`config.mk`:
```
export PLATFORM = sky130hd
export DESIGN_NAME = dtpq_ram
export DESIGN_NICKNAME = d
export VERILOG_FILES = /design/src/rtl/core/dtpq_ram.sv
export SDC_FILE = /design/constraint.sdc
export NUM_CORES = 2
export LEC_CHECK = 0
export BUFFER_PORTS_ARGS = -buffer_cell sky130_fd_sc_hd__buf_4
export CAP_MARGIN = 20
export CORE_MARGIN = 2
export CORE_UTILIZATION = 45
export DETAILED_ROUTE_END_ITERATION = 6
export SETUP_SLACK_MARGIN = 0.5
export SYNTH_ARGS = -nofsm -noshare
export SYNTH_HDL_FRONTEND = slang
export SYNTH_SLANG_ARGS = --single-unit
```
`constraint.sdc`:
```
create_clock -name i_clk -period 3 [get_ports i_clk]
set_input_delay 0.15 -clock i_clk [delete_from_list [all_inputs] [get_ports i_clk]]
set_output_delay 0.15 -clock i_clk [all_outputs]
set_load 0.02 [all_outputs]
```
`src/rtl/core/dtpq_ram.sv`:
```
`default_nettype none
module dtpq_ram #(
    parameter int WIDTH = 8,
    parameter int DEPTH = 256
) (
    input  wire logic                     i_clk,
    input  wire logic                     i_we,
    input  wire logic [$clog2(DEPTH)-1:0] i_waddr,
    input  wire logic [WIDTH-1:0]         i_wdata,
    input  wire logic [$clog2(DEPTH)-1:0] i_raddr,
    output logic      [WIDTH-1:0]         o_rdata
);

    logic [WIDTH-1:0] r_mem [DEPTH];

    always_ff @(posedge i_clk) begin
        if (i_we) begin
            r_mem[i_waddr] <= i_wdata;
        end
        o_rdata <= r_mem[i_raddr];
    end

endmodule
`default_nettype wire

```
==> flow_summary_export.csv <==
group,metric,value,unit
run_status,outcome,"finished, final reports clean",
pwr,p_per_area,645,nW/µm²
synth,asyncSetResetFlopFracSynth,0,%
detailed_routing,detailroute.via_count,40200,
floorplan,placementRows,154,
pwr,fin_total_pwr,59900,µW
floorplan,boundaryPins,34,
synth,distinct_cell_type_count_after_synthesis,55,
sta,post-route-worst-setup-slack,487,ps
floorplan,core_area,176000,µm²
run,cap_viol_max_count,0,
global_routing,grt_remaining_overflow,0,
synth,postSynthAreaPerCell,21.3,µm²
worst_setup_path,critical_path.max_fanout,1,
detailed_routing,post_drt_via_cell_ratio,5.91,
synth,yosys_most_used_dff,"sky130_fd_sc_hd__edfxtp_1",
floorplan,die-width,424,µm
synth,synth_area_leader_cell,"sky130_fd_sc_hd__edfxtp_1",
floorplan,initial_utilization,45.2,%
pwr,share_seq_of_total_power,53.0,%
worst_setup_path,critical_path.reg2reg.endpoint,"o_rdata[2]$_DFF_P_",
finish,post-route-util,52.8,%
finish,nets,4301,
synth,synth-seq-area-share,77.5,%
cts,cts.htree.levels,4,
sta,worstMarginPinSlew,1060,ps
sta,rsz_0062_raised_after_global_routing,"false",
cts,worst_skew_pair.late_latency,830,ps
placement,dp_hpwl,129000,µm
hold_path,hold_path_endpoint,"o_rdata[6]$_DFF_P_",
finish,area_growth_syn_to_layout,16.7,%
pwr,psw,12700,µW
worst_setup_path,worst_r2r_startpoint,"r_mem[83][2]$_DFFE_PP_",
cts,cts.sink_count,2056,
worst_setup_path,worst_ep_arrival_time,3200,ps
worst_setup_path,ff2ff_setup_slack,490,ps
global_routing,grt.total_usage,22.4,%
pwr,max-vdd-ir-drop,0.598,mV
cts,cts_made_buffers,208,
synth,synth_top_area_share,77.3,%
sta,finalSetupViolations,0,
placement,port_buffers,33,
placement,placed_cells,6393,
synth,synthesis.area,79600,µm²
detailed_routing,drtAntennaViolNets,0,
sta,fmax,0.398,GHz
worst_setup_path,rr_worst_depth,6,
detailed_routing,avgRoutedWirePerCell,29.7,µm
pwr,power.switching_fraction,21.2,%
cts,clk_pin_slew_worst_paths,60,ps
cts,cts_buffer_depth,3,
worst_setup_path,critical_path_required,3680,ps
placement,gpl.final_weighted_congestion,0.833,
worst_setup_path,worstSetupStartpointType,"register",
detailed_routing,wire_length_after_detailed_routing,202000,µm
synth,yosys_register_bits,2056,
synth,synth.area.top_cells,"sky130_fd_sc_hd__edfxtp_1 (77%), sky130_fd_sc_hd__mux4_2 (13%), sky130_fd_sc_hd__mux2i_1 (1.7%)",
detailed_routing,initialDrtViolationCount,4437,
synth,synth_warnings,0,
global_routing,first_global_vias,40200,
sta,slew_viol_final,0,
placement,place_ws,-702,ps
synth,postSynthCellCount,3733,
pwr,power_frac_clock,41.8,%
worst_setup_path,worst-setup-path-type,"register to register",
global_routing,grt_max_degree,123,
cts,tritoncts_clock_tree,"done",
hold_path,worst_hold_path.num_cells,4,
cts,cts.root.buffer_cell,"sky130_fd_sc_hd__clkbuf_16",
floorplan,die_h,424,µm
worst_setup_path,worstSetupEndpointType,"register",
finish,drive_gt1_share,30.0,%
pwr,p_leak,0.0296,µW
finish,final_cells,6797,
sta,report.final.hold_viol_count,0,
synth,postSynthNetCount,3759,
detailed_routing,drt-pass1-iter-count,5,
sta,clock_skew,27.6,ps
synth,post_synth_edffs,2048,
detailed_routing,remaining_drc_errors,0,
sta,finalWorstPathRequiredPeriod,2510,ps
pwr,power.internal,47200,µW
pwr,p_comb_share,5.3,%
floorplan,floorplan.die_area,180000,µm²
global_routing,grt_first_pass_wirelength,290000,µm
sta,post-route-period-util,83.8,%
hold_path,hold_class,"primary input to register",
sta,setup_tns,0,ps
sta,relSlewSlack,29.4,%
hold_path,hold_path_startpoint,"i_raddr[4]",
global_routing,initial_antenna_violation_count,10,
## sequential cells by signal (all words and copies together), names as in the netlist
name     cells
o_rdata      8
r_mem     2048
## stage by stage
stage / hold WS (ps) / instance area [µm²]
6_report: 69.2 / 92800
5_1_grt: 39.5 / 92800
3_5_place_dp: 609 / 86100
2_1_floorplan: 249 / 79600
4_1_cts: 16.0 / 92800
3_3_place_gp: 607 / 86100
## layer usage
metal  GRT usage, %  up-vias  part of all wire, %  wire [µm]
li1               -    16800                    -          -
met1           32.4    21500                   42      84800
met2           35.4     1613                   48      97000
met3           3.83      288                  7.4      14800
met4           6.12        2                  2.5       5090
met5              0        -               0.0055         11
## area by class of cell
class / instances / area, µm²
repair buffers: 565 / 5040
inverters: 2 / 7.51
multi-input cells: 1442 / 16600
clock buffers: 263 / 5460
fillers: 13600 / 83100
flip-flops and latches: 2056 / 61700
well taps: 2340 / 2930
diodes: 5 / 12.5
clock inverters: 124 / 1110
## power by group through the flow
stage	clock, µW	sequential (µW)	combinational (µW)
floorplan	0	32300	1540
global placement	0	32300	3120
detailed placement	0	32300	3150
CTS	25500	31700	3180
global route	26600	31700	3330
finish	25000	31700	3160
## cells by family after synthesis
| logic type | synth area share [%] |
|---|---|
| AND/OR/NAND/NOR | 2.63 |
| AO/OA/AOI/OAI | 3.42 |
| flip-flops | 77.5 |
| buffers and inverters | 1.83 |
| multiplexers | 14.6 |
## critical path, cell delays in order (launching register included)
cell and delay (ps):
sky130_fd_sc_hd__edfxtp_1 360, sky130_fd_sc_hd__mux4_2 530, sky130_fd_sc_hd__mux4_2 490, sky130_fd_sc_hd__nor2b_1 170, sky130_fd_sc_hd__nor4_4 510, sky130_fd_sc_hd__buf_4 240
sky130_fd_sc_hd__nor4_2 50
## how the worst max path moves through the flow
| stage | start | to | slack, ps | depth (start not counted) |
|---|---|---|---|---|
| floorplan | i_raddr[0] | o_rdata[2]$_DFF_P_ | 910 | 9 |
| global placement | i_raddr[0] | o_rdata[2]$_DFF_P_ | -680 | 10 |
| detailed placement | i_raddr[0] | o_rdata[2]$_DFF_P_ | -700 | 10 |
| CTS | r_mem[83][2]$_DFFE_PP_ | o_rdata[2]$_DFF_P_ | 500 | 6 |
| global route | r_mem[83][2]$_DFFE_PP_ | o_rdata[2]$_DFF_P_ | 520 | 6 |
| finish | r_mem[83][2]$_DFFE_PP_ | o_rdata[2]$_DFF_P_ | 490 | 6 |
## synth_stat cells, drive strengths merged, types with 28 or more instances
| cell type | count |
|---|---|
| edfxtp | 2048 |
| nor2 | 282 |
| nor2b | 31 |
| mux4 | 456 |
| buf | 122 |
| mux2i | 134 |
| a22oi | 133 |
| o22ai | 28 |
| o221ai | 47 |
| nand3 | 34 |
| clkbuf | 111 |
| nand2 | 33 |
| a21oi | 96 |
## cell usage in the layout (no fill, tap or decap), types with 33 or more instances in the layout
master,instances
sky130_fd_sc_hd__buf_12,56
sky130_fd_sc_hd__a21oi_1,96
sky130_fd_sc_hd__clkinv_1,50
sky130_fd_sc_hd__nor2_1,279
sky130_fd_sc_hd__nand2_1,33
sky130_fd_sc_hd__buf_4,486
sky130_fd_sc_hd__a22oi_1,133
sky130_fd_sc_hd__edfxtp_1,2048
sky130_fd_sc_hd__clkinv_2,37
sky130_fd_sc_hd__clkbuf_1,51
sky130_fd_sc_hd__clkbuf_16,209
sky130_fd_sc_hd__mux2i_1,134
sky130_fd_sc_hd__o221ai_1,46
sky130_fd_sc_hd__mux4_2,454
## repair_timing
item,CTS,global route
gates resized for setup,8,4
buffers inserted,0,0
hold buffers,12,0
setup endpoints to repair,6,3
hold endpoints to repair,699,0
No activity file was read; power rests on OpenSTA's default activity.
